**config.mk**
```make
export PLATFORM = sky130hd
export DESIGN_NAME = srm_front_flat
export DESIGN_NICKNAME = d
export VERILOG_FILES = /design/src/rtl/core/srm_pkg.sv /design/src/rtl/core/srm_in_if.sv /design/src/rtl/core/srm_front.sv /design/src/flat_wrapper.sv
export SDC_FILE = /design/constraint.sdc
export NUM_CORES = 1
export LEC_CHECK = 0
export BUFFER_PORTS_ARGS = -buffer_cell sky130_fd_sc_hd__buf_2
export CORE_MARGIN = 4
export CORE_UTILIZATION = 57
export DETAILED_ROUTE_END_ITERATION = 6
export GPL_TIMING_DRIVEN = 0
export PLACE_DENSITY = 0.79
export SYNTH_ARGS = -nofsm -noshare
export SYNTH_HDL_FRONTEND = slang
export SYNTH_SLANG_ARGS = --single-unit
```
**constraint.sdc**
```tcl
create_clock -name clk -period 6.7 [get_ports clk]
set_input_delay 0.335 -clock clk [delete_from_list [all_inputs] [get_ports clk]]
set_output_delay 0.335 -clock clk [all_outputs]
set_load 0.1 [all_outputs]
```
**src/rtl/core/srm_pkg.sv**
```systemverilog
// ----------------------------------------------------------------------------
// srm_pkg : shared types and constants of the smoothed RMS amplitude meter
// Widths of the record arithmetic, register codes and the queue entry type.
// ----------------------------------------------------------------------------
package srm_pkg;

  // record limits
  localparam int MAX_WINDOW  = 64;
  localparam int MAX_SAMPLES = 4096;

  // field widths
  localparam int SMP_W  = 8;
  localparam int WLEN_W = 7;
  localparam int VPD_W  = 14;
  localparam int OUT_W  = 27;

  // configuration port
  localparam int CFG_IDX_W  = 1;
  localparam int CFG_DATA_W = VPD_W;
  localparam logic [CFG_IDX_W-1:0] REG_WINDOW = 1'b0;
  localparam logic [CFG_IDX_W-1:0] REG_VPD    = 1'b1;
  localparam logic [WLEN_W-1:0] WLEN_RESET = 7'd15;
  localparam logic [VPD_W-1:0]  VPD_RESET  = 14'd1000;

  // delay line ring
  localparam int AW     = $clog2(MAX_WINDOW);
  localparam int RING_D = 1 << AW;

  // record arithmetic
  localparam int WE_W   = $clog2(MAX_WINDOW + 1);
  localparam int CNT_W  = $clog2(MAX_SAMPLES + 1);
  localparam int SUM_W  = SMP_W + WE_W;
  localparam int SQ_W   = 2 * (SUM_W - 1) + 1;
  localparam int T_W    = SUM_W + CNT_W - 1;
  localparam int TM_W   = T_W - 1;
  localparam int Q_W    = 2 * (SUM_W - 1) + CNT_W - 1;
  localparam int QL_W   = Q_W / 2;
  localparam int QH_W   = Q_W - QL_W;
  localparam int K_W    = VPD_W + 10;
  localparam int K_MULT = 625;
  localparam int D_W    = CNT_W + WE_W + 4;
  localparam int DEN_W  = D_W + 1;
  localparam int TK_W   = TM_W + K_W;
  localparam int TT_W   = 2 * TM_W;
  localparam int MQ_W   = CNT_W + Q_W;
  localparam int V_W    = MQ_W + 11;
  localparam int S_W    = V_W / 2;
  localparam int SK_W   = S_W + K_W;
  localparam int NUM_W  = SK_W + 1;

  // queue between front and back
  localparam int FIFO_D  = 4;
  localparam int FIFO_AW = $clog2(FIFO_D);

  typedef struct packed {
    logic                    acc;
    logic                    fin;
    logic                    short_rec;
    logic signed [SUM_W-1:0] sum;
    logic [SQ_W-1:0]         sq;
    logic [CNT_W-1:0]        cnt;
    logic [WE_W-1:0]         win;
  } srm_entry_t;

endpackage

```
**src/rtl/core/srm_in_if.sv**
```systemverilog
// ----------------------------------------------------------------------------
// srm_in_if : sample channel
// Valid/ready channel carrying one scope sample and its end-of-record mark.
// ----------------------------------------------------------------------------
interface srm_in_if import srm_pkg::*; ();
  logic                    valid;
  logic                    ready;
  logic signed [SMP_W-1:0] sample;
  logic                    last;

  modport source (output valid, sample, last, input ready);
  modport sink   (input valid, sample, last, output ready);
endinterface

```
**src/rtl/core/srm_front.sv**
```systemverilog
// ----------------------------------------------------------------------------
// srm_front : sample intake and boxcar smoothing
// Keeps the delay line as a ring memory and a running window sum, classifies
// each sample and pushes accumulate / finish entries with the squared sum.
// ----------------------------------------------------------------------------
module srm_front import srm_pkg::*; (
  input  logic            clk,
  input  logic            rst_n,
  srm_in_if.sink          in_ch,
  input  logic [WE_W-1:0] win_eff,
  input  logic            q_full,
  output logic            q_push,
  output srm_entry_t      q_data
);

  typedef enum logic [1:0] {F_RUN, F_RECALC, F_REFRESH} fstate_t;

  fstate_t                 state_r, state_nxt;
  logic [CNT_W-1:0]        cnt_r, cnt_nxt;
  logic signed [SUM_W-1:0] sum_r, sum_nxt;
  logic [WE_W-1:0]         wused_r, wused_nxt;
  logic [WE_W-1:0]         j_r, j_nxt;
  logic                    pend_r, pend_nxt;
  logic                    s1_valid_r, s1_valid_nxt;
  srm_entry_t              s1_r, s1_nxt;

  logic signed [SMP_W-1:0] ring [RING_D];
  logic signed [SMP_W-1:0] rd_data_r;
  logic [AW-1:0]           ra, wa;
  logic                    mem_we;

  logic                    s1_free, accept, keep, acc;
  logic signed [SMP_W-1:0] leave;
  logic signed [SUM_W-1:0] sum_upd, sum_new;
  logic [CNT_W-1:0]        cnt_upd, cnt_new;
  logic signed [2*SUM_W-1:0] sq_full;

  // handshake and stage hand-off
  assign q_push      = s1_valid_r && !q_full;
  assign s1_free     = !s1_valid_r || q_push;
  assign in_ch.ready = (state_r == F_RUN) && (wused_r == win_eff) && s1_free;
  assign accept      = in_ch.valid && in_ch.ready;

  // sliding window update: add newest, drop the one leaving the window
  assign keep    = (cnt_r != CNT_W'(MAX_SAMPLES));
  assign leave   = (cnt_r >= CNT_W'(wused_r)) ? rd_data_r : '0;
  assign sum_upd = sum_r + SUM_W'(in_ch.sample) - SUM_W'(leave);
  assign cnt_upd = cnt_r + CNT_W'(1);
  assign sum_new = keep ? sum_upd : sum_r;
  assign cnt_new = keep ? cnt_upd : cnt_r;
  assign acc     = keep && (cnt_upd >= CNT_W'(wused_r));

  assign mem_we = accept && keep;
  assign wa     = cnt_upd[AW-1:0];

  // squared window sum on its way into the queue
  assign sq_full = s1_r.sum * s1_r.sum;
  always_comb begin
    q_data    = s1_r;
    q_data.sq = sq_full[SQ_W-1:0];
  end

  // control
  always_comb begin
    state_nxt    = state_r;
    cnt_nxt      = cnt_r;
    sum_nxt      = sum_r;
    wused_nxt    = wused_r;
    j_nxt        = j_r;
    pend_nxt     = 1'b0;
    s1_valid_nxt = s1_valid_r;
    s1_nxt       = s1_r;

    if (s1_free) begin
      s1_valid_nxt = 1'b0;
    end

    case (state_r)
      F_RUN: begin
        if (accept) begin
          s1_valid_nxt     = acc || in_ch.last;
          s1_nxt.acc       = acc;
          s1_nxt.fin       = in_ch.last;
          s1_nxt.short_rec = (cnt_new < CNT_W'(wused_r));
          s1_nxt.sum       = sum_new;
          s1_nxt.sq        = '0;
          s1_nxt.cnt       = cnt_new;
          s1_nxt.win       = wused_r;
          if (in_ch.last) begin
            cnt_nxt = '0;
            sum_nxt = '0;
          end else begin
            cnt_nxt = cnt_new;
            sum_nxt = sum_new;
          end
        end else if (wused_r != win_eff) begin
          // window changed: rebuild the sum over the new length
          state_nxt = F_RECALC;
          wused_nxt = win_eff;
          sum_nxt   = '0;
          j_nxt     = '0;
        end
      end
      F_RECALC: begin
        if (pend_r) begin
          sum_nxt = sum_r + SUM_W'(rd_data_r);
        end
        if (j_r < wused_r) begin
          pend_nxt = (CNT_W'(j_r) < cnt_r);
          j_nxt    = j_r + WE_W'(1);
        end else begin
          state_nxt = F_REFRESH;
        end
      end
      F_REFRESH: begin
        state_nxt = F_RUN;
      end
      default: begin
        state_nxt = F_RUN;
      end
    endcase
  end

  // read address: entry leaving the window at the next sample, or rebuild tap
  always_comb begin
    if (state_r == F_RECALC) begin
      ra = cnt_r[AW-1:0] - j_r[AW-1:0];
    end else begin
      ra = cnt_nxt[AW-1:0] + AW'(1) - wused_r[AW-1:0];
    end
  end

  always_ff @(posedge clk) begin
    if (!rst_n) begin
      state_r    <= F_RUN;
      cnt_r      <= '0;
      sum_r      <= '0;
      wused_r    <= '0;
      j_r        <= '0;
      pend_r     <= 1'b0;
      s1_valid_r <= 1'b0;
    end else begin
      state_r    <= state_nxt;
      cnt_r      <= cnt_nxt;
      sum_r      <= sum_nxt;
      wused_r    <= wused_nxt;
      j_r        <= j_nxt;
      pend_r     <= pend_nxt;
      s1_valid_r <= s1_valid_nxt;
    end
  end

  always_ff @(posedge clk) begin
    s1_r <= s1_nxt;
  end

  // delay line ring, write-through on a same-address read
  always_ff @(posedge clk) begin
    if (mem_we) begin
      ring[wa] <= in_ch.sample;
    end
    if (mem_we && (wa == ra)) begin
      rd_data_r <= in_ch.sample;
    end else begin
      rd_data_r <= ring[ra];
    end
  end

endmodule

```
**src/flat_wrapper.sv**
```systemverilog
// flat-port wrapper written by rule: the top's interface ports become plain ports
module srm_front_flat import srm_pkg::*;
  (clk, rst_n, win_eff, q_full, q_push, q_data, in_ch_valid, in_ch_sample, in_ch_last, in_ch_ready);
  srm_in_if in_ch_i ();
  input  logic clk;
  input  logic rst_n;
  input  logic [WE_W-1:0] win_eff;
  input  logic q_full;
  output logic q_push;
  output srm_entry_t q_data;
  input wire logic [$bits(in_ch_i.valid)-1:0] in_ch_valid;
  input wire logic [$bits(in_ch_i.sample)-1:0] in_ch_sample;
  input wire logic [$bits(in_ch_i.last)-1:0] in_ch_last;
  output wire logic [$bits(in_ch_i.ready)-1:0] in_ch_ready;
  assign in_ch_i.valid = in_ch_valid;
  assign in_ch_i.sample = in_ch_sample;
  assign in_ch_i.last = in_ch_last;
  assign in_ch_ready = in_ch_i.ready;
  srm_front u_core (.clk(clk), .rst_n(rst_n), .in_ch(in_ch_i), .win_eff(win_eff), .q_full(q_full), .q_push(q_push), .q_data(q_data));
endmodule
```
==> flow_summary.ini <==
[synth]
synthArstFlopShare_pct = 0
synth_edf_count = 550
yosysWarnings = 0
netlist_instances = 2379
yosys-top-cells-area = edfxtp_1 49%, fa_1 12%, mux4_2 11%, ha_1 6.1%, inv_1 4.1%
synthTopCellsByCount = 550 x edfxtp_1, 373 x inv_1, 208 x fa_1
synth.cell_area_sq_um = 33700
avgSynthCellArea_sq_um = 14.2
syn_nets = 2771
yosysUniqueCellTypes = 63
synthMostInstantiatedCell = edfxtp_1
ys_ff_latch = 602
synth_ff_type = edfxtp_1
synth_top_cell_by_area = edfxtp_1
synth_top_area_share_pct = 48.9
yosysSeqAreaShare_pct = 52.0

[setup_path]
startpoint_type = register
arrival_ps = 6890
worst_ep_required_time_ps = 6360
end_kind = output pin
reg2regPathDepth = 17
crit_type = reg -> out
path_max_fanout = 7

[power]
switchingPower_mw = 5.55
peakVddDrop_mv = 0.759
clockPowerShare_pct = 23.9
intPower_mw = 8.71
p_leak_nw = 14.8
seqPwrFrac_pct = 30.0
powerDensity_nw_per_um2 = 371
switching_share_pct = 38.9
power_frac_comb_pct = 46.1

[die]
io_pins = 89
core_sq_um = 58100
die_h_um = 251
dieArea_sq_um = 63200
die_w_um = 251
initial_core_util_pct = 58.1
num_rows = 88

[sta]
tightest_slew_ps = 1350
slew_violations = 0
fin_skew_ps = 67.1
finalCritPeriodShare_pct = 108
setup_viol = 11
setup_ws_ps = -530
slew_headroom_pct = 9.71
min_period_ps = 7230
rsz0062_at_grt = yes
hold_viol_final = 0
fmax_ghz = 0.138

[layout]
syn2layout_area_growth_pct = 13.8
drive_gt1_share_pct = 20.3
seqCellArea_sq_um = 17600
multi_input_area_sq_um = 15000
fillCellCount = 3852
nNetsFinal = 2968
final_cells = 3387

[route]
vias = 20700
drt-initial-drc-count = 2362
drt_pass1_iterations = 7
drc_errors = 12
routed_wl_mm = 84.4
via_per_inst = 6.10
ant_nets = 0
wire_per_inst_um = 24.9

[placement]
post-place-ws_ps = -1030
dp_cells = 3231
dp_hpwl_mm = 55.9
gp_congestion = 0.904
io_buffer_count = 87

[cts]
clkSinkCount = 602
clkLatencyLatePin_ps = 640
cts_tree = done
cts_buffers = 56
cts_root_buffer = clkbuf_16
clkTransAtPathRegs_ps = 70
clock_path_buffers = 3
htreeDepth = 2

[flow_run]
maxCapViolations = 0

[global_routing]
grt_first_pass_wirelength_mm = 130
grt_pass1_vias = 21800
grt_max_degree = 67
grt.total_usage_pct = 27.0
gr-total-overflow = 0
antenna_found_initial = 1

[run_status]
violations = DRC, setup timing
status = complete, but fails checks

[hold_path]
holdPathStages = 1
hp-class = in -> reg
## layer usage
metal | global-route usage [%] | part of all wire (%)
met1 | 35.0 | 37
met3 | 4.50 | 8.7
met2 | 45.7 | 50
met5 | 0 | 0
met4 | 11.7 | 5.0
## stage by stage
stage	hold slack [ps]	total power, mW	area [sq um]	TNS (ps)	util (%)
after floorplan	434	8.90	34200	-3340	-
after global placement	474	9.98	35500	-4380	61.1
after detailed placement	480	10.1	35500	-5570	61.1
after CTS	17.1	14.1	38200	-4690	65.6
after global routing	41.3	14.8	38400	-5850	66.1
final	54.1	14.3	38400	-3410	66.1
## path summary, 6_finish.rpt
| kind | from | endpoint | slack [ps] |
|---|---|---|---|
| worst max-delay path | u_core.q_data[52]$_DFFE_PP_ | q_data[47] | -530 |
| worst max register to register | register | u_core.q_data[63]$_DFFE_PP_ | 120 |
| worst min register to register | u_core.s1_valid_r$_SDFF_PN0_ | u_core.s1_valid_r$_SDFF_PN0_ | 500 |
| worst min-delay path | in_ch_last | u_core.q_data[65]$_DFFE_PP_ | 50 |
## registers in the layout (all words and copies together), names as in the netlist, named ones only
name / cells
u_core.pend_r: 1
u_core.s1_valid_r: 1
u_core.ring: 512
u_core.sum_r: 15
u_core.wused_r: 7
u_core.state_r: 2
u_core.q_data: 38
u_core.cnt_r: 13
u_core.j_r: 7
## timing repair
action / 4_1_cts / 5_1_grt
pin swaps: 24 / 26
gates resized for setup: 94 / 75
setup buffers: 34 / 12
hold buffers: 8 / 0
endpoints found under the setup margin: 19 / 20
hold endpoints to repair: 8 / 0
## power groups by stage
stage	sequential [mW]	clock, mW	combinational (mW)
after floorplan	4.33	0	4.57
after global placement	4.35	0	5.63
after detailed placement	4.35	0	5.78
after CTS	4.27	3.43	6.38
after global routing	4.28	3.59	6.97
final	4.28	3.41	6.58
## cell usage in the layout, fill, tap and decap left out, types with 9 or more instances in the layout
cell type,instances
buf_4,48
edfxtp_1,550
nor2b_1,20
xnor2_1,53
clkbuf_1,31
o21ai_0,50
a22oi_1,10
inv_2,13
buf_2,80
mux4_2,164
buf_12,9
dfxtp_1,52
a21o_1,28
a21oi_1,53
xor2_1,25
nand3_1,23
and2_1,41
buf_6,19
clkbuf_2,12
inv_1,360
nor2_1,146
nand2b_1,13
clkinv_1,9
nand2_1,135
ha_1,154
fa_1,201
nor3_1,11
a21boi_0,10
bufinv_16,11
o21a_1,9
clkbuf_16,56
## kinds of logic (layout without fill, tap and decap cells)
logic type / count (synthesis) / count (layout) / share of synthesized area, %
mux: 172 / 172 / 11.2
simple gates: 450 / 450 / 6.16
xor+xnor: 91 / 91 / 2.36
other cells: 1 / 2 / 0.0111
buf+inv: 451 / 693 / 5.29
flops: 602 / 602 / 52.0
fa+ha+maj: 372 / 372 / 18.4
compound gates: 240 / 240 / 4.54
## area by class of cell
class / instances / share of cell area, %
multi-input combinational: 1326 / 38.9
sequential: 602 / 45.7
inverter: 374 / 3.66
antenna: 1 / 0.00652
buffer: 77 / 1.37
clock buffer: 64 / 3.73
tap: 765 / 2.49
timing repair buffer: 139 / 2.72
clock inverter: 39 / 1.36
## critical path, cell delays in order (launching register included)
cell,delay (ps)
edfxtp_1,540
buf_8,210
nand2_2,80
inv_1,60
fa_1,470
inv_1,50
fa_1,480
inv_1,50
fa_1,490
fa_2,440
fa_1,490
inv_1,50
fa_1,480
inv_1,60
ha_4,240
a21o_1,180
a21o_1,200
a221oi_4,410
a21oi_4,120
o21bai_4,170
a21oi_4,90
a211o_1,350
a21oi_4,210
xnor2_4,140
buf_12,190
No activity file was read; power rests on OpenSTA's default activity.
