## src/rtl/core/srm_pkg.sv

```systemverilog
// ----------------------------------------------------------------------------
// srm_pkg : shared types and constants of the smoothed RMS amplitude meter
// Widths of the record arithmetic, register codes and the queue entry type.
// ----------------------------------------------------------------------------
package srm_pkg;

  // record limits
  localparam int MAX_WINDOW  = 64;
  localparam int MAX_SAMPLES = 4096;

  // field widths
  localparam int SMP_W  = 8;
  localparam int WLEN_W = 7;
  localparam int VPD_W  = 14;
  localparam int OUT_W  = 27;

  // configuration port
  localparam int CFG_IDX_W  = 1;
  localparam int CFG_DATA_W = VPD_W;
  localparam logic [CFG_IDX_W-1:0] REG_WINDOW = 1'b0;
  localparam logic [CFG_IDX_W-1:0] REG_VPD    = 1'b1;
  localparam logic [WLEN_W-1:0] WLEN_RESET = 7'd15;
  localparam logic [VPD_W-1:0]  VPD_RESET  = 14'd1000;

  // delay line ring
  localparam int AW     = $clog2(MAX_WINDOW);
  localparam int RING_D = 1 << AW;

  // record arithmetic
  localparam int WE_W   = $clog2(MAX_WINDOW + 1);
  localparam int CNT_W  = $clog2(MAX_SAMPLES + 1);
  localparam int SUM_W  = SMP_W + WE_W;
  localparam int SQ_W   = 2 * (SUM_W - 1) + 1;
  localparam int T_W    = SUM_W + CNT_W - 1;
  localparam int TM_W   = T_W - 1;
  localparam int Q_W    = 2 * (SUM_W - 1) + CNT_W - 1;
  localparam int QL_W   = Q_W / 2;
  localparam int QH_W   = Q_W - QL_W;
  localparam int K_W    = VPD_W + 10;
  localparam int K_MULT = 625;
  localparam int D_W    = CNT_W + WE_W + 4;
  localparam int DEN_W  = D_W + 1;
  localparam int TK_W   = TM_W + K_W;
  localparam int TT_W   = 2 * TM_W;
  localparam int MQ_W   = CNT_W + Q_W;
  localparam int V_W    = MQ_W + 11;
  localparam int S_W    = V_W / 2;
  localparam int SK_W   = S_W + K_W;
  localparam int NUM_W  = SK_W + 1;

  // queue between front and back
  localparam int FIFO_D  = 4;
  localparam int FIFO_AW = $clog2(FIFO_D);

  typedef struct packed {
    logic                    acc;
    logic                    fin;
    logic                    short_rec;
    logic signed [SUM_W-1:0] sum;
    logic [SQ_W-1:0]         sq;
    logic [CNT_W-1:0]        cnt;
    logic [WE_W-1:0]         win;
  } srm_entry_t;

endpackage

```

## src/rtl/core/srm_fifo.sv

```systemverilog
// ----------------------------------------------------------------------------
// srm_fifo : short queue between front and back
// Holds accumulate and finish requests so each side can stall on its own.
// ----------------------------------------------------------------------------
module srm_fifo import srm_pkg::*; (
  input  logic       clk,
  input  logic       rst_n,
  input  logic       push,
  input  srm_entry_t wdata,
  input  logic       pop,
  output srm_entry_t rdata,
  output logic       full,
  output logic       empty
);

  srm_entry_t         slot_r [FIFO_D];
  logic [FIFO_AW-1:0] wp_r, rp_r;
  logic [FIFO_AW:0]   cnt_r;

  assign full  = (cnt_r == (FIFO_AW+1)'(FIFO_D));
  assign empty = (cnt_r == '0);
  assign rdata = slot_r[rp_r];

  // pointers and fill level
  always_ff @(posedge clk) begin
    if (!rst_n) begin
      wp_r  <= '0;
      rp_r  <= '0;
      cnt_r <= '0;
    end else begin
      if (push) begin
        wp_r <= (wp_r == FIFO_AW'(FIFO_D - 1)) ? '0 : wp_r + FIFO_AW'(1);
      end
      if (pop) begin
        rp_r <= (rp_r == FIFO_AW'(FIFO_D - 1)) ? '0 : rp_r + FIFO_AW'(1);
      end
      case ({push, pop})
        2'b10:   cnt_r <= cnt_r + (FIFO_AW+1)'(1);
        2'b01:   cnt_r <= cnt_r - (FIFO_AW+1)'(1);
        default: cnt_r <= cnt_r;
      endcase
    end
  end

  always_ff @(posedge clk) begin
    if (push) begin
      slot_r[wp_r] <= wdata;
    end
  end

endmodule

```

## config.mk

```make
export PLATFORM = sky130hd
export DESIGN_NAME = srm_fifo
export DESIGN_NICKNAME = d
export VERILOG_FILES = /design/src/rtl/core/srm_pkg.sv /design/src/rtl/core/srm_fifo.sv
export SDC_FILE = /design/constraint.sdc
export NUM_CORES = 1
export LEC_CHECK = 0
export BUFFER_PORTS_ARGS = -buffer_cell sky130_fd_sc_hd__buf_2
export CORE_MARGIN = 5
export CORE_UTILIZATION = 40
export DETAILED_ROUTE_END_ITERATION = 16
export GPL_ROUTABILITY_DRIVEN = 1
export SYNTH_ARGS = -nofsm -noshare
export SYNTH_HDL_FRONTEND = slang
export SYNTH_SLANG_ARGS = --single-unit
export TNS_END_PERCENT = 30
```

## constraint.sdc

```tcl
create_clock -name clk -period 2.8 [get_ports clk]
set_clock_uncertainty 0.15 [all_clocks]
set_input_delay 0.14 -clock clk [delete_from_list [all_inputs] [get_ports clk]]
set_output_delay 0.14 -clock clk [all_outputs]
set_load 0.05 [all_outputs]
```

==> flow_summary.yaml, run 1 <==
run_status:
  status: "complete, no violations"
synth:
  yosys.area_share.xor_xnor_pct: 0.172
  synth-seq-area-share_pct: 80.9
  ys_types: 25
  avgSynthCellArea_um2: 25.6
  synth_top_family_by_area: "multiplexers"
  syn_area_um2: 10200
  yosys-top-cells-area: "edfxtp_1 (79%), mux4_2 (15%), dfxtp_1 (1.8%)"
  synth_compound_area_share_pct: 0.295
  synthAdderAreaFrac_pct: 0.935
  synthCells: 397
  synth_nets: 475
  synth-simple-area-share_pct: 0.972
  ys_warn_count: 0
  synth.mux.area_fraction_pct: 15.0
  synth-seq-cells: 277
  yosysTopAreaCellShare_pct: 79.2
  synth_top_area_cell: "edfxtp_1"
floorplanning:
  die_h_um: 169
  fp.dieArea_um2: 28700
  die_w_um: 169
  pin_count: 140
  start_util_pct: 40.5
  row_count: 58
  core-area_um2: 25100
sta:
  slew_violations: 0
  worst_pin_slew_ns: 0.457
  setup_violations: 0
  hold_viol: 0
  fmax_mhz: 404
  min_period_ns: 2.48
  grt_setup_unrepaired: "no"
  period_share_pct: 88.4
  relSlewSlack_pct: 69.6
  finalSetupTns_ns: 0
critical_path:
  cp_data_arrival_time_ns: 2.19
  worstPathRequired_ns: 2.51
  cpLargestDelayFamily: "buffers and inverters"
  path_cells: "buf_4 > mux4_2 > buf_2"
  start_kind: "flip-flop"
  path_class: "reg2out"
  end_kind: "output port"
  max_stage_delay_ns: 0.58
  crit_buf_inv: 2
  worstReg2RegStart: "cnt_r[0]"
  r2r_slack_ns: 1.03
  worst_path_max_delay_cell: "mux4_2"
  critPathMaxFanout: 23
placed_design:
  globalplace.congestion: 0.729
  placed_cell_area_um2: 11300
  port_buffers: 139
  dpl.hpwl_um: 11600
global_route:
  use_met3_pct: 3.63
  first_global_vias: 5466
  use_met2_pct: 23.0
  grt_busiest_layer: "met2"
  grt_first_pass_wirelength_um: 30700
  grtUsageMet1_pct: 18.1
  overflow: 0
  grtUsageTotal_pct: 13.7
  antenna_found_initial: 1
  grt_max_degree: 68
final_layout:
  multi_input_area_um2: 1780
  finalNetCount: 711
  syn2layout_area_growth_pct: 26.3
  drive_gt1_share_pct: 39.8
  final_cell_mix: "edfxtp_1 (268), buf_2 (139), dlygate4sd3_1 (70)"
  final_common_cell: "edfxtp_1"
  num_antenna_cells: 0
  ff_latch_area_um2: 8240
  fillerInstances: 2053
  fin_area_um2: 12800
worst_hold_path:
  hold_path.class: "in2reg"
  hp-start: "wdata[1]"
drt:
  drt-total-wl_um: 19400
  wl_per_cell_um: 19.7
  drc_errors: 0
  drtPass1Iterations: 4
  ant_nets: 0
  via_per_inst: 4.86
  drt_iter0_drc: 287
  via_count: 4787
clock_tree:
  cts_num_sinks: 277
  cts_hold_buf: 70
  htree_levels: 1
  cts_inserted_buffers: 29
  cts_tree: "done"
  cts_resized: 0
  clk_path_buf_depth: 3
  clk_pin_slew_worst_paths_ns: 0.06
  post_cts_buffers: 0
  root_buffer: "clkbuf_16"
  worstSkewPairLatency_ns: 0.53
power:
  power_density_nw_per_um2: 729
  leakagePower_uw: 0.00437
  irDropWorstVdd_mv: 0.591
run:
  maxCapViolations: 0
[synth_stat cells (all sizes together)]
master  count
buf        15
a21boi      1
nor3b       2
or3         1
edfxtp    268
and3        1
o21a        1
dfxtp       9
xnor2       1
mux4       67
nor2b       4
o21ai       2
a21oi       1
mux2i       2
fa          1
and2        6
nand2       1
inv         6
xor2        1
nor3        1
ha          6
[through the flow]
step	hold WS, ns	utilization [%]	total power [uW]	setup WS (ns)	std cells
after global placement	0.200	45.0	6010	0.821	862
after floorplan	0.0889	-	5710	0.0957	397
after CTS	0.174	51.1	9510	0.225	985
after detailed placement	0.206	45.0	6030	0.814	862
final	0.208	51.1	9360	0.325	985
after global routing	0.191	51.1	9760	0.142	985
[where the power goes]
part / total, uW / internal, uW / switching [uW]
Combinational: 1230 / 412 / 817
Sequential: 4770 / 4730 / 47.9
Clock: 3360 / 1910 / 1450
[kinds of logic after synthesis]
family | count (synthesis)
adder cells (fa/ha/maj) | 7
XOR/XNOR | 2
multiplexers | 69
buffers and inverters | 21
AO/OA/AOI/OAI | 5
flip-flops | 277
AND/OR/NAND/NOR | 16
[registers in the layout, summed over array words and instances, names as in the netlist, named ones only]
register and cells:
rp_r 2, wp_r 2, cnt_r 3, slot_r 268
[per-layer routing]
metal | share of wire [%] | routed length (um) | up-vias
li1 | - | - | 2164
met1 | 42 | 8160 | 2460
met2 | 49 | 9580 | 126
met3 | 6.5 | 1260 | 35
met4 | 2.2 | 424 | 2
met5 | 0.036 | 7 | -
[final cells by class]
cell class	count	share of cell area, %
well taps	330	3.22
clock inverters	14	0.555
flip-flops and latches	277	64.1
repair buffers	220	12.1
inverters	6	0.175
clock buffers	39	5.94
multi-input cells	99	13.9
[path summary, 6_finish.rpt]
check | endpoint | cells past startpoint
worst min-delay path | slot_r[1][1] | 2
worst min register to register | cnt_r[2] | 2
worst max register to register | cnt_r[2] | 5
worst max-delay path | rdata[0] | 3
[worst reg2reg max path, cell delays in order (launching register included)]
cell      delay, ns
dfxtp_1        0.37
inv_1          0.10
fa_1           0.43
xor2_1         0.16
or3_1          0.32
a21boi_0       0.18
(Power assumes the default switching activity.)
==> run 2: changes to the inputs <==
--- a/config.mk
+++ b/config.mk
@@ -5,10 +5,10 @@
 export SDC_FILE = /design/constraint.sdc
 export NUM_CORES = 1
 export LEC_CHECK = 0
-export BUFFER_PORTS_ARGS = -buffer_cell sky130_fd_sc_hd__buf_2
 export CORE_MARGIN = 5
 export CORE_UTILIZATION = 40
 export DETAILED_ROUTE_END_ITERATION = 16
+export DONT_BUFFER_PORTS = 1
 export GPL_ROUTABILITY_DRIVEN = 1
 export SYNTH_ARGS = -nofsm -noshare
 export SYNTH_HDL_FRONTEND = slang
==> run 2 against run 1 <==
- flip-flop and latch count unchanged
- design area is 4.7% lower
- via count is 8.9% lower
- wire length decreased by 2.7%
- critical endpoint is now rdata[64]
==> flow_summary.yaml, run 2 (same netlist as run 1, synthesis figures left out) <==
clock_tree:
  worstSkewPairLatency_ns: 0.52
  root_buffer: "clkbuf_16"
  htree_levels: 1
  post_cts_buffers: 0
  cts_resized: 0
  cts_num_sinks: 277
  cts_hold_buf: 71
  cts_inserted_buffers: 28
  clk_path_buf_depth: 3
  cts_tree: "done"
  clk_pin_slew_worst_paths_ns: 0.06
drt:
  via_count: 4359
  drt-total-wl_um: 18900
  drt_iter0_drc: 274
  ant_nets: 0
  drtPass1Iterations: 4
  drc_errors: 0
  via_per_inst: 5.14
  wl_per_cell_um: 22.3
final_layout:
  fin_cells: 848
  top_regs: "slot_r: 268 flops, cnt_r: 3 flops"
  final_common_cell: "edfxtp_1"
  fillerInstances: 2057
  largest_register: "slot_r"
  finalNetCount: 574
  syn2layout_area_growth_pct: 20.3
  drive_gt1_share_pct: 24.2
  final_cell_mix: "edfxtp_1 (268), dlygate4sd3_1 (71), mux4_2 (67)"
  largest_reg_flops: 268
  fin_area_um2: 12200
run_status:
  status: "complete, no violations"
global_route:
  grtUsageTotal_pct: 13.3
  antenna_found_initial: 2
  grt_first_pass_wirelength_um: 29200
  grt_max_degree: 37
  first_global_vias: 4913
  overflow: 0
sta:
  min_period_ns: 2.49
  slew_violations: 0
  period_share_pct: 88.8
  finalSetupTns_ns: 0
  fmax_mhz: 402
  setup_violations: 0
  worst_pin_slew_ns: 0.530
  relSlewSlack_pct: 64.6
  hold_ws_ns: 0.168
  grt_setup_unrepaired: "no"
  hold_viol: 0
placed_design:
  port_buffers: 0
  globalplace.congestion: 0.698
  dpl.hpwl_um: 11500
  dp.cells: 725
  placed_cell_area_um2: 10600
power:
  irDropWorstVdd_mv: 0.559
  p_int_uw: 7170
  power_uw: 9430
  pwr-share-clk_pct: 37.8
  p_switching_uw: 2260
  seqPwrFrac_pct: 50.8
  leakagePower_uw: 0.00386
  power_density_nw_per_um2: 771
  comb_power_share_pct: 11.4
  sw_frac_of_total_pct: 24.0
floorplanning:
  pin_count: 140
  row_count: 58
  start_util_pct: 40.5
  core-area_um2: 25100
  die_h_um: 169
  die_w_um: 169
  fp.dieArea_um2: 28700
critical_path:
  start_kind: "flip-flop"
  critPathMaxFanout: 34
  path_class: "reg2out"
  worstPathRequired_ns: 2.51
  cp_data_arrival_time_ns: 2.20
  end_kind: "output port"
worst_hold_path:
  hold_path.class: "in2reg"
run:
  maxCapViolations: 0
==> run 2: cell types whose count changed in the layout (fill, tap and decap cells not counted), sizes merged <==
| cell | before | now |
|---|---|---|
| clkbuf | 39 | 40 |
| bufinv | 0 | 2 |
| buf | 150 | 13 |
| clkinvlp | 0 | 1 |
| dlygate4sd3 | 70 | 71 |
| inv | 8 | 6 |
| clkinv | 12 | 8 |
| diode | 0 | 1 |
==> run 2: cell type report <==
| class | instances | area (um^2) | area share (%) |
|---|---|---|---|
| Clock inverter | 11 | 108 | 0.880 |
| Clock buffer | 40 | 787 | 6.43 |
| Multi-Input combinational cell | 99 | 1780 | 14.6 |
| Antenna cell | 1 | 2.50 | 0.0205 |
| Tap cell | 330 | 413 | 3.38 |
| Inverter | 6 | 22.5 | 0.184 |
| Sequential cell | 277 | 8240 | 67.3 |
| Timing Repair Buffer | 84 | 883 | 7.22 |
==> run 2: final timing paths <==
path	slack, ns	cells past startpoint	startpoint	end
worst max-delay path	0.31	2	flip-flop	rdata[64]
worst min-delay path	0.17	1	wdata[56]	slot_r[3][56]
worst max register to register	1.00	4	wp_r[0]	slot_r[0][4]
worst min register to register	0.39	2	rp_r[1]	flip-flop
==> run 2: through the flow <==
step,worst slack [ns],util [%]
after floorplan,0.0957,-
after global placement,0.844,42.3
after detailed placement,0.812,42.3
after CTS,0.230,48.7
after global routing,0.162,48.7
final,0.313,48.7
==> run 2: power by group through the flow <==
| stage | Clock, uW | Combinational (uW) | Sequential, uW |
|---|---|---|---|
| 2_1_floorplan | 0 | 863 | 4850 |
| 3_3_place_gp | 0 | 969 | 4870 |
| 3_5_place_dp | 0 | 975 | 4880 |
| 4_1_cts | 3670 | 1100 | 4790 |
| 5_1_grt | 3890 | 1130 | 4800 |
| 6_report | 3560 | 1080 | 4790 |
==> run 2: per-layer routing <==
layer,track usage (%),wire length [um]
met1,16.1,7230
met2,23.1,9900
met3,4.61,1490
met4,2.87,262
met5,0,13
==> run 2: critical path: stages (launching register included) <==
cell and delay (ns):
dfxtp_4 0.56, buf_12 0.32, mux4_2 0.73
==> run 3: changes to the inputs <==
--- a/config.mk
+++ b/config.mk
@@ -5,11 +5,14 @@
 export SDC_FILE = /design/constraint.sdc
 export NUM_CORES = 1
 export LEC_CHECK = 0
+export CELL_PAD_IN_SITES_DETAIL_PLACEMENT = 1
+export CELL_PAD_IN_SITES_GLOBAL_PLACEMENT = 1
 export CORE_MARGIN = 5
 export CORE_UTILIZATION = 40
 export DETAILED_ROUTE_END_ITERATION = 16
 export DONT_BUFFER_PORTS = 1
 export GPL_ROUTABILITY_DRIVEN = 1
+export PLACE_DENSITY_LB_ADDON = 0.1
 export SYNTH_ARGS = -nofsm -noshare
 export SYNTH_HDL_FRONTEND = slang
 export SYNTH_SLANG_ARGS = --single-unit
==> run 3 against run 2 <==
- global-route usage is 0.33 points higher
- wire length is 2.7% higher
- via count shrank 0.96%
- combinational power barely moved
- die area unchanged
- register-to-register slack got worse by 0.08 ns
- count of clock-buffer cells in the layout down 8
==> flow_summary.yaml, run 3 (same netlist as run 1, synthesis figures left out) <==
run_status:
  status: "complete, no violations"
floorplanning:
  die_h_um: 169
  start_util_pct: 40.5
  fp.dieArea_um2: 28700
  row_count: 58
  die_w_um: 169
  core-area_um2: 25100
  pin_count: 140
global_route:
  grt_max_degree: 35
  grtUsageTotal_pct: 13.6
  antenna_found_initial: 1
  overflow: 0
  grt_first_pass_wirelength_um: 29600
  first_global_vias: 4866
clock_tree:
  clk_path_buf_depth: 3
  cts_tree: "done"
  root_buffer: "clkbuf_16"
  clk_pin_slew_worst_paths_ns: 0.06
  cts_inserted_buffers: 29
  htree_levels: 1
  cts_num_sinks: 277
  worstSkewPairLatency_ns: 0.52
  post_cts_buffers: 0
placed_design:
  port_buffers: 0
  pre_cts_slack_ns: 0.883
  dpl.hpwl_um: 11900
  globalplace.congestion: 0.710
  placed_cell_area_um2: 10700
critical_path:
  worstPathRequired_ns: 2.51
  critPathMaxFanout: 18
  path_cells: "buf_12 > mux4_2"
  max_stage_delay_ns: 0.70
  end_kind: "output port"
  worst_path_max_delay_cell: "mux4_2"
  cpLargestDelayFamily: "multiplexers"
  crit_buf_inv: 1
  worstReg2RegStart: "wp_r[0]"
  start_kind: "flip-flop"
  cp_data_arrival_time_ns: 2.11
  path_class: "reg2out"
sta:
  finalSetupTns_ns: 0
  grt_setup_unrepaired: "no"
  worst_pin_slew_ns: 0.523
  hold_viol: 0
  setup_violations: 0
  fmax_mhz: 417
  period_share_pct: 85.7
  hold_ws_ns: 0.170
  slew_violations: 0
  setup_ws_ns: 0.400
  relSlewSlack_pct: 65.1
  min_period_ns: 2.40
final_layout:
  fin_area_um2: 12200
  syn2layout_area_growth_pct: 19.7
  drive_gt1_share_pct: 23.1
  finalNetCount: 577
  final_common_cell: "edfxtp_1"
  final_cell_mix: "edfxtp_1 (268), dlygate4sd3_1 (71), mux4_2 (67)"
  top_regs: "slot_r: 268 flops, cnt_r: 3 flops"
  largest_register: "slot_r"
  largest_reg_flops: 268
drt:
  drc_errors: 0
  via_per_inst: 5.10
  drt-total-wl_um: 19400
  ant_nets: 0
  drtPass1Iterations: 4
  wl_per_cell_um: 22.9
  via_count: 4317
  drt_iter0_drc: 272
run:
  maxCapViolations: 0
power:
  irDropWorstVdd_mv: 0.509
  power_uw: 9120
  leakagePower_uw: 0.00383
  power_density_nw_per_um2: 749
worst_hold_path:
  hold_path.class: "in2reg"
  hp-start: "wdata[65]"
-- run 3: area by class of cell --
class,instances,area (um^2)
antenna,1,2.50
clock buffer,32,737
clock inverter,15,58.8
fill,2259,12900
inverter,6,22.5
multi-input combinational,99,1780
sequential,277,8240
tap,330,413
timing repair buffer,86,923
-- run 3: path summary, 6_finish.rpt --
path / end / slack, ns / depth (start not counted)
setup reg to reg: slot_r[3][47] / 0.92 / 3
hold / removal: slot_r[0][65] / 0.17 / 1
setup / recovery: rdata[61] / 0.40 / 2
hold reg to reg: flip-flop / 0.40 / 2
-- run 3: power breakdown --
part / internal [uW] / switching, uW
sequential: 4730 / 63.2
combinational: 323 / 777
clock: 1850 / 1380
total: 6900 / 2220
-- run 3: metrics by stage --
| stage | util [%] | instances |
|---|---|---|
| after floorplan | - | 397 |
| after global placement | 42.5 | 727 |
| after detailed placement | 42.5 | 727 |
| after CTS | 48.5 | 845 |
| after global routing | 48.5 | 846 |
| final | 48.5 | 846 |
-- run 3: metal layers --
metal	share of wire [%]	vias to the layer above	routed length (um)	global-route usage, %
li1	-	1895	-	-
met1	40	2279	7670	16.9
met2	52	114	10000	23.6
met3	6.9	29	1350	4.17
met4	1.8	0	351	3.12
met5	0	-	0	0
-- run 3: timing repair --
| action | in CTS | in global routing |
|---|---|---|
| hold buffers | 71 | 0 |
| gates resized for setup | 0 | 0 |
| hold endpoints to repair | 356 | 0 |
